**config.mk**
```make
export PLATFORM = sky130hd
export DESIGN_NAME = cubic_bezier_easing_solver
export DESIGN_NICKNAME = d
export VERILOG_FILES = /design/src/sv/cbes_pkg.sv /design/src/sv/cbes_fxmul.sv /design/src/sv/cubic_bezier_easing_solver.sv
export SDC_FILE = /design/constraint.sdc
export NUM_CORES = 2
export LEC_CHECK = 0
export BUFFER_PORTS_ARGS = -buffer_cell sky130_fd_sc_hd__buf_2
export CORE_MARGIN = 5
export CORE_UTILIZATION = 35
export CTS_BUF_LIST = sky130_fd_sc_hd__clkbuf_2 sky130_fd_sc_hd__clkbuf_4 sky130_fd_sc_hd__clkbuf_8
export DETAILED_ROUTE_END_ITERATION = 6
export PLACE_DENSITY_LB_ADDON = 0.25
export SYNTH_ARGS = -nofsm -noshare
export SYNTH_HDL_FRONTEND = slang
export SYNTH_HIERARCHICAL = 1
export SYNTH_SLANG_ARGS = --single-unit
```
**constraint.sdc**
```tcl
create_clock -name i_clk -period 9.7 [get_ports i_clk]
set_input_delay 1.455 -clock i_clk [delete_from_list [all_inputs] [get_ports i_clk]]
set_output_delay 1.455 -clock i_clk [all_outputs]
set_load 0.01 [all_outputs]
```
**src/sv/cbes_pkg.sv**
```systemverilog
// cubic bezier easing solver: shared types and constants
// no dependencies; imported by cbes_fxmul and the top level
package cbes_pkg;

    typedef enum logic [1:0] {
        ST_IDLE,
        ST_MUL,
        ST_SUM,
        ST_CHECK
    } t_state;

    // one product per cycle through the shared multiplier
    typedef enum logic [2:0] {
        OP_TT,
        OP_TU,
        OP_B1,
        OP_B2,
        OP_B3,
        OP_P1,
        OP_P2
    } t_op;

    localparam logic       CFG_TOLERANCE = 1'b0;
    localparam logic       CFG_MAX_ITER  = 1'b1;
    localparam logic [15:0] TOL_RESET     = 16'd168;
    localparam logic [6:0]  MAX_ITER_RESET = 7'd100;
    localparam logic [16:0] EASED_MAX     = 17'd32768;

endpackage

```
**src/sv/cbes_fxmul.sv**
```systemverilog
// cubic bezier easing solver: shared fixed point multiplier
// product of two unsigned inner values, floored back to FRAC fraction bits
// uses cbes_pkg
module cbes_fxmul
    import cbes_pkg::*;
#(
    parameter int FRAC  = 24,
    parameter int WIDTH = 26
) (
    input  logic [WIDTH-1:0] i_a,
    input  logic [WIDTH-1:0] i_b,
    output logic [WIDTH-1:0] o_p
);

    logic [2*WIDTH-1:0] w_full;

    assign w_full = {{WIDTH{1'b0}}, i_a} * {{WIDTH{1'b0}}, i_b};
    // operands stay below 4.0 and products below 4.0, so the top bits are zero
    assign o_p    = w_full[FRAC +: WIDTH];

endmodule

```
**src/sv/cubic_bezier_easing_solver.sv**
```systemverilog
// Channel   Direction  Handshake               Word
// input     in         i_in_valid / o_in_stall  progress, ctrl1_x/y, ctrl2_x/y (Q1.15)
// output    out        o_out_valid / i_out_stall eased, param_found, steps_used
// config    in         i_cfg_valid / o_cfg_ready i_cfg_index, i_cfg_data
//
// One x evaluation is 7 products through the single shared multiplier, one
// sum and one compare; each bisection step repeats it. The y pass then reuses
// the final bases for the two control point products, a sum and a compare.
// The input is stalled from acceptance until the result is loaded into the
// output register; the next word is taken while that result waits.
// Reset is synchronous, active low, and restores both config registers.
module cubic_bezier_easing_solver
    import cbes_pkg::*;
#(
    parameter int INNER_FRAC_BITS = 24
) (
    input  logic        i_clk,
    input  logic        i_rst_n,
    input  logic        i_in_valid,
    output logic        o_in_stall,
    input  logic [15:0] i_progress,
    input  logic [15:0] i_ctrl1_x,
    input  logic [15:0] i_ctrl1_y,
    input  logic [15:0] i_ctrl2_x,
    input  logic [15:0] i_ctrl2_y,
    output logic        o_out_valid,
    input  logic        i_out_stall,
    output logic [15:0] o_eased,
    output logic [15:0] o_param_found,
    output logic [6:0]  o_steps_used,
    input  logic        i_cfg_valid,
    output logic        o_cfg_ready,
    input  logic        i_cfg_index,
    input  logic [15:0] i_cfg_data
);

    localparam int F      = INNER_FRAC_BITS;
    localparam int TW     = F + 1;
    localparam int W      = F + 2;
    localparam int TolShl = (F >= 24) ? F - 24 : 0;
    localparam int TolShr = (F >= 24) ? 0 : 24 - F;
    localparam logic [TW-1:0] One  = {1'b1, {F{1'b0}}};
    localparam logic [TW-1:0] Half = One >> 1;
    localparam logic [W-1:0]  RndW = W'(1) << (F - 16);

    t_state r_state, n_state;
    t_op    r_op, n_op;
    logic   r_ypass, n_ypass;

    logic [15:0] r_tol;
    logic [6:0]  r_max_iter;

    logic [15:0] r_target, r_c1x, r_c1y, r_c2x, r_c2y;
    logic [TW-1:0] r_lo, n_lo, r_hi, n_hi, r_t, n_t, r_u, n_u;
    logic [W-1:0] r_tt, n_tt, r_tu, n_tu, r_b1, n_b1, r_b2, n_b2, r_b3, n_b3;
    logic [W-1:0] r_p1, n_p1, r_p2, n_p2, r_sum, n_sum;
    logic [6:0]  r_steps, n_steps;

    logic        r_out_valid, n_out_valid;
    logic [15:0] r_eased, n_eased, r_param, n_param;
    logic [6:0]  r_steps_out, n_steps_out;

    logic [W-1:0] w_mul_a, w_mul_b, w_prod, w_prod3;
    logic [W-1:0] w_target, w_tol, w_err;
    logic         w_done, w_out_free, w_load_out, w_accept;
    logic [TW-1:0] w_lo, w_hi;
    logic [TW:0]   w_mid;
    logic [W-1:0]  w_y_rnd;
    logic [16:0]   w_y_q;
    logic [TW-1:0] w_t_rnd;

    function automatic logic [W-1:0] widen(input logic [15:0] q15);
        return W'({q15, {(F - 15){1'b0}}});
    endfunction

    cbes_fxmul #(
        .FRAC  (F),
        .WIDTH (W)
    ) u_mul (
        .i_a (w_mul_a),
        .i_b (w_mul_b),
        .o_p (w_prod)
    );

    assign w_prod3 = w_prod + (w_prod << 1);

    always_comb begin
        case (r_op)
            OP_TT: begin
                w_mul_a = W'(r_t);
                w_mul_b = W'(r_t);
            end
            OP_TU: begin
                w_mul_a = W'(r_t);
                w_mul_b = W'(r_u);
            end
            OP_B1: begin
                w_mul_a = r_tu;
                w_mul_b = W'(r_u);
            end
            OP_B2: begin
                w_mul_a = r_tt;
                w_mul_b = W'(r_u);
            end
            OP_B3: begin
                w_mul_a = r_tt;
                w_mul_b = W'(r_t);
            end
            OP_P1: begin
                w_mul_a = widen(r_ypass ? r_c1y : r_c1x);
                w_mul_b = r_b1;
            end
            OP_P2: begin
                w_mul_a = widen(r_ypass ? r_c2y : r_c2x);
                w_mul_b = r_b2;
            end
            default: begin
                w_mul_a = '0;
                w_mul_b = '0;
            end
        endcase
    end

    // search decision on the registered curve x
    assign w_target = widen(r_target);
    assign w_tol    = (W'(r_tol) << TolShl) >> TolShr;
    assign w_err    = (w_target > r_sum) ? w_target - r_sum : r_sum - w_target;
    assign w_done   = (w_err <= w_tol) || (r_steps >= r_max_iter);
    assign w_lo     = (w_target < r_sum) ? r_lo : r_t;
    assign w_hi     = (w_target < r_sum) ? r_t : r_hi;
    assign w_mid    = {1'b0, w_lo} + {1'b0, w_hi};

    // rounding to Q1.15
    assign w_y_rnd = r_sum + RndW;
    assign w_y_q   = w_y_rnd[W-1 -: 17];
    assign w_t_rnd = r_t + RndW[TW-1:0];

    assign w_accept   = (r_state == ST_IDLE) && i_in_valid;
    assign w_out_free = !r_out_valid || !i_out_stall;
    assign w_load_out = (r_state == ST_CHECK) && r_ypass && w_out_free;

    // next state
    always_comb begin
        n_state = r_state;
        case (r_state)
            ST_IDLE: begin
                if (i_in_valid) n_state = ST_MUL;
            end
            ST_MUL: begin
                if (r_op == OP_P2) n_state = ST_SUM;
            end
            ST_SUM: begin
                n_state = ST_CHECK;
            end
            ST_CHECK: begin
                if (r_ypass) begin
                    if (w_out_free) n_state = ST_IDLE;
                end else begin
                    n_state = ST_MUL;
                end
            end
            default: begin
                n_state = ST_IDLE;
            end
        endcase
    end

    // sequencer outputs and datapath next values
    always_comb begin
        n_op        = r_op;
        n_ypass     = r_ypass;
        n_lo        = r_lo;
        n_hi        = r_hi;
        n_t         = r_t;
        n_u         = r_u;
        n_tt        = r_tt;
        n_tu        = r_tu;
        n_b1        = r_b1;
        n_b2        = r_b2;
        n_b3        = r_b3;
        n_p1        = r_p1;
        n_p2        = r_p2;
        n_sum       = r_sum;
        n_steps     = r_steps;
        n_eased     = r_eased;
        n_param     = r_param;
        n_steps_out = r_steps_out;
        n_out_valid = r_out_valid && i_out_stall;
        case (r_state)
            ST_IDLE: begin
                n_op    = OP_TT;
                n_ypass = 1'b0;
                n_lo    = '0;
                n_hi    = One;
                n_t     = Half;
                n_steps = '0;
            end
            ST_MUL: begin
                case (r_op)
                    OP_TT: begin
                        n_tt = w_prod;
                        n_u  = One - r_t;
                        n_op = OP_TU;
                    end
                    OP_TU: begin
                        n_tu = w_prod;
                        n_op = OP_B1;
                    end
                    OP_B1: begin
                        n_b1 = w_prod3;
                        n_op = OP_B2;
                    end
                    OP_B2: begin
                        n_b2 = w_prod3;
                        n_op = OP_B3;
                    end
                    OP_B3: begin
                        n_b3 = w_prod;
                        n_op = OP_P1;
                    end
                    OP_P1: begin
                        n_p1 = w_prod;
                        n_op = OP_P2;
                    end
                    OP_P2: begin
                        n_p2 = w_prod;
                    end
                    default: begin
                        n_op = OP_TT;
                    end
                endcase
            end
            ST_SUM: begin
                n_sum = r_p1 + r_p2 + r_b3;
            end
            ST_CHECK: begin
                if (r_ypass) begin
                    if (w_out_free) begin
                        n_out_valid = 1'b1;
                        n_eased     = (w_y_q > EASED_MAX) ? EASED_MAX[15:0] : w_y_q[15:0];
                        n_param     = w_t_rnd[F -: 16];
                        n_steps_out = r_steps;
                    end
                end else if (w_done) begin
                    // bases at the final t are kept; only the y products remain
                    n_ypass = 1'b1;
                    n_op    = OP_P1;
                end else begin
                    n_lo    = w_lo;
                    n_hi    = w_hi;
                    n_t     = w_mid[TW:1];
                    n_steps = r_steps + 7'd1;
                    n_op    = OP_TT;
                end
            end
            default: begin
                n_op = OP_TT;
            end
        endcase
    end

    always_ff @(posedge i_clk) begin
        if (!i_rst_n) begin
            r_state     <= ST_IDLE;
            r_out_valid <= 1'b0;
            r_tol       <= TOL_RESET;
            r_max_iter  <= MAX_ITER_RESET;
            r_op        <= OP_TT;
            r_ypass     <= 1'b0;
        end else begin
            r_state     <= n_state;
            r_out_valid <= n_out_valid;
            r_op        <= n_op;
            r_ypass     <= n_ypass;
            if (i_cfg_valid && o_cfg_ready) begin
                case (i_cfg_index)
                    CFG_TOLERANCE: r_tol      <= i_cfg_data;
                    CFG_MAX_ITER:  r_max_iter <= i_cfg_data[6:0];
                    default:       r_tol      <= r_tol;
                endcase
            end
        end
    end

    always_ff @(posedge i_clk) begin
        if (w_accept) begin
            r_target <= i_progress;
            r_c1x    <= i_ctrl1_x;
            r_c1y    <= i_ctrl1_y;
            r_c2x    <= i_ctrl2_x;
            r_c2y    <= i_ctrl2_y;
        end
        r_lo        <= n_lo;
        r_hi        <= n_hi;
        r_t         <= n_t;
        r_u         <= n_u;
        r_tt        <= n_tt;
        r_tu        <= n_tu;
        r_b1        <= n_b1;
        r_b2        <= n_b2;
        r_b3        <= n_b3;
        r_p1        <= n_p1;
        r_p2        <= n_p2;
        r_sum       <= n_sum;
        r_steps     <= n_steps;
        r_eased     <= n_eased;
        r_param     <= n_param;
        r_steps_out <= n_steps_out;
    end

    assign o_in_stall    = (r_state != ST_IDLE);
    assign o_out_valid   = r_out_valid;
    assign o_eased       = r_eased;
    assign o_param_found = r_param;
    assign o_steps_used  = r_steps_out;
    // registers only change between items
    assign o_cfg_ready   = (r_state == ST_IDLE);

`ifndef NO_ASSERTIONS
    // t always stays inside the bracket while a search runs
    a_bracket: assert property (@(posedge i_clk) disable iff (!i_rst_n)
        (r_state != ST_IDLE) |-> (r_lo <= r_t) && (r_t <= r_hi))
        else $error("bisection bracket broken");

    // a new result only appears from the final compare of the y pass
    a_out_src: assert property (@(posedge i_clk) disable iff (!i_rst_n)
        $rose(o_out_valid) |-> $past(r_state) == ST_CHECK && $past(r_ypass))
        else $error("result loaded outside y pass");

    // results are saturated and rounded into range
    a_out_range: assert property (@(posedge i_clk) disable iff (!i_rst_n)
        o_out_valid |-> (o_eased <= 16'd32768) && (o_param_found <= 16'd32768))
        else $error("result out of range");

    // a y pass only starts once the search has stopped
    a_ypass: assert property (@(posedge i_clk) disable iff (!i_rst_n)
        $rose(r_ypass) |-> $past(r_state) == ST_CHECK && $past(w_done))
        else $error("y pass entered early");
`endif

endmodule

```
==> qor.yml <==
drtAntennaViolNets: 0
synthMuxAreaShare: 0.0196
initial_core_util: 0.352
clock_latency_ns: 0.69
hold_viol_final: 0
crit_arrival_ns: 10.07
synth_flop_cell: "edfxtp_1"
die-width_um: 373
drtPass1Iterations: 5
fin_skew_ns: 0.0373
synth_edf_count: 434
clk_pin_slew_ns: 0.07
synth_top_family_by_area: "adder cells"
ff2ff_path_depth: 40
holdCritPathClass: "flip-flop to flip-flop"
yosysWarnings: 6
post_drt_wl_per_cell_um: 19.0
nets: 6040
drive_gt1_frac: 0.225
setup_viol: 0
grt_pass1_wl_mm: 201
crit_path_end: "r_b1[25]"
status: "complete, no violations"
num_rows: 133
rr_endpoint: "r_b1[25]"
vias: 33637
synth_cell_types: 96
reg2reg_slack_ns: 0.06
grt_max_degree: 76
synthAdderAreaFrac: 0.345
vias_per_cell: 4.92
ios: 144
critPathLaunchType: "flip-flop"
synthSimpleGateAreaFrac: 0.145
cts-root-buf: "clkbuf_8"
mappedNetlistNets: 5506
min_period_ns: 9.64
dpl.hpwl_mm: 102
timing.setup.tns_ns: 0
critPathSlowestCell: "fa_1"
port_buffers: 143
end_kind: "flip-flop"
cts_tree: "yes"
async_flop_share: 0
finalMaxSlewViolations: 0
yosysSeqAreaShare: 0.295
tightestPinTransition_ns: 1.10
whs_ns: 0.463
synth-compound-area-share: 0.0853
crit_start: "r_ypass"
synth_xor_area_frac: 0.0328
drt-initial-drc-count: 1962
die_h_um: 373
max_cap_violations: 0
cts_sinks: 464
path_max_fanout: 6
fmax_mhz: 104
dieArea_um2: 139000
areaGrowthSynthToFinish_pct: 22.2
rr_startpoint: "r_ypass"
grt_setup_unrepaired: "yes"
place_congestion: 0.873
antenna_found_initial: 9
ys_ff_latch: 464
cp.required_ns: 10.13
post-route-drc-count: 0
htree_levels: 3
maxSlewHeadroom: 0.264
avgSynthCellArea_um2: 10.3
core_region_area_um2: 131000
crit_top_cell: "fa_1"
crit_type: "flip-flop to flip-flop"
cts_made_buffers: 73
mappedNetlistArea_um2: 46200
grt_usage: 0.182
grt_pass1_vias: 35168
grt.overflow.total: 0
fin_util: 0.430
clock_path_buffers: 3
cp_slowest_stage_delay_ns: 0.53
syn_inst: 4491
post-route-period-util: 0.994
finalWirelength_mm: 130
-- how the worst min path moves through the flow --
stage	start	endpoint	slack (ns)	depth (start not counted)
final	r_tol[14]	r_tol[14]	0.46	2
after global placement	r_max_iter[3]	r_max_iter[3]	0.45	2
after detailed placement	r_tol[14]	r_tol[14]	0.46	2
after CTS	r_tol[14]	r_tol[14]	0.47	2
after floorplan	r_max_iter[4]	r_max_iter[4]	0.44	2
after global routing	r_tol[10]	r_tol[10]	0.49	2
-- metrics by stage --
stage                     setup WS [ns]  instances  area (µm²)
after floorplan                0.000418       4491       46300
after global placement           -0.530       6619       52700
after detailed placement         -0.690       6619       52700
after CTS                       -0.0519       6778       55000
after global routing             -0.252       6838       56400
final                            0.0626       6842       56400
-- critical path: cells and delay by family, from the launching register on --
kind	cells	cell delay [ns]
AND/OR/NAND/NOR	6	1.26
flip-flops	1	0.36
AO/OA/AOI/OAI	11	2.01
adder cells (fa/ha/maj)	9	3.89
buffers and inverters	11	1.23
multiplexers	1	0.30
XOR/XNOR	2	0.29
-- cell usage after synthesis, types with 4 or more instances --
master     instances  area share
a211oi_1          11      0.0018
a21boi_0          24      0.0039
a21o_1            54      0.0088
a21oi_1          150       0.016
a221oi_1           4     0.00076
a22oi_1           53      0.0086
a31oi_1           31      0.0042
and2_1           413       0.056
and3_1            20      0.0027
and4_1             4     0.00076
buf_1              7     0.00057
buf_2              9     0.00097
clkbuf_1         187       0.015
dfxtp_1           30       0.013
edfxtp_1         434        0.28
fa_1             601        0.26
ha_1             312       0.085
inv_1            733       0.060
mux2_2            60       0.015
mux2i_1           23      0.0050
nand2_1          494       0.040
nand2b_1          16      0.0022
nand3_1           51      0.0055
nand3b_1           5     0.00081
nand4_1           27      0.0037
nor2_1           154       0.013
nor2b_1           46      0.0062
nor3_1            36      0.0039
nor3b_1           10      0.0016
nor4_1            12      0.0016
o2111ai_1         17      0.0032
o211ai_1          13      0.0021
o21a_1            26      0.0042
o21ai_0          108       0.012
o21ai_1            6     0.00065
o21bai_1          16      0.0026
o221ai_1           4     0.00076
o22ai_1           15      0.0020
o31ai_1            5     0.00081
o41ai_1            6      0.0011
or2_2              6     0.00081
or3_1              9      0.0012
xnor2_1          118       0.022
xor2_1            55       0.010
-- layer usage --
layer / part of all wire / wire length [µm] / track usage
met1: 0.43 / 56100 / 0.239
met3: 0.039 / 5020 / 0.0236
met5: 0 / 0 / 0
met4: 0.029 / 3700 / 0.0440
met2: 0.50 / 64900 / 0.320
-- what timing repair did --
item | 4_1_cts | 5_1_grt
hold buffers | 0 | 0
pin swaps | 51 | 182
buffers inserted | 26 | 57
setup endpoints to repair | 26 | 28
gates resized for setup | 103 | 190
gates cloned | 2 | 4
-- layout by cell type (no fill, tap or decap), types with 26 or more instances in the layout --
cell / instances
inv_1: 709
fa_1: 580
nand2_1: 483
edfxtp_1: 434
buf_4: 420
and2_1: 403
ha_1: 286
buf_2: 143
nor2_1: 142
a21oi_1: 131
xnor2_1: 104
o21ai_0: 74
clkbuf_8: 74
buf_12: 72
mux2_2: 57
a21o_1: 54
xor2_1: 52
nand3_1: 48
nor2b_1: 43
nor3_1: 33
a22oi_1: 33
nand4_1: 27
o21ai_2: 27
inv_2: 26
a31oi_1: 26
dfxtp_1: 26
-- flip-flops by register name, summed over array words and instances, names as in the netlist, 25 cells and up --
register and cells:
r_t 25, r_b2 26, r_tt 26, r_p2 26, r_u 25, r_hi 25
r_sum 26, r_p1 26, r_lo 25, r_b3 26, r_b1 26, r_tu 26
-- cell type report --
class                   instances  area, µm²
multi-input cells            3085      30600
well taps                    1755       2200
diodes                          6       15.0
fillers                     12591      74900
flip-flops and latches        464      13600
clock buffers                  98       1200
clock inverters                33        304
repair buffers                666       5760
inverters                     735       2760
-- logic make-up after synthesis --
logic type,Yosys count
mux,83
compound gates,589
flops,464
buf+inv,942
simple gates,1327
xor+xnor,173
fa+ha+maj,913
Power is not shown: default switching activity piles up to over one toggle a cycle in this logic, so the estimate is an artifact.
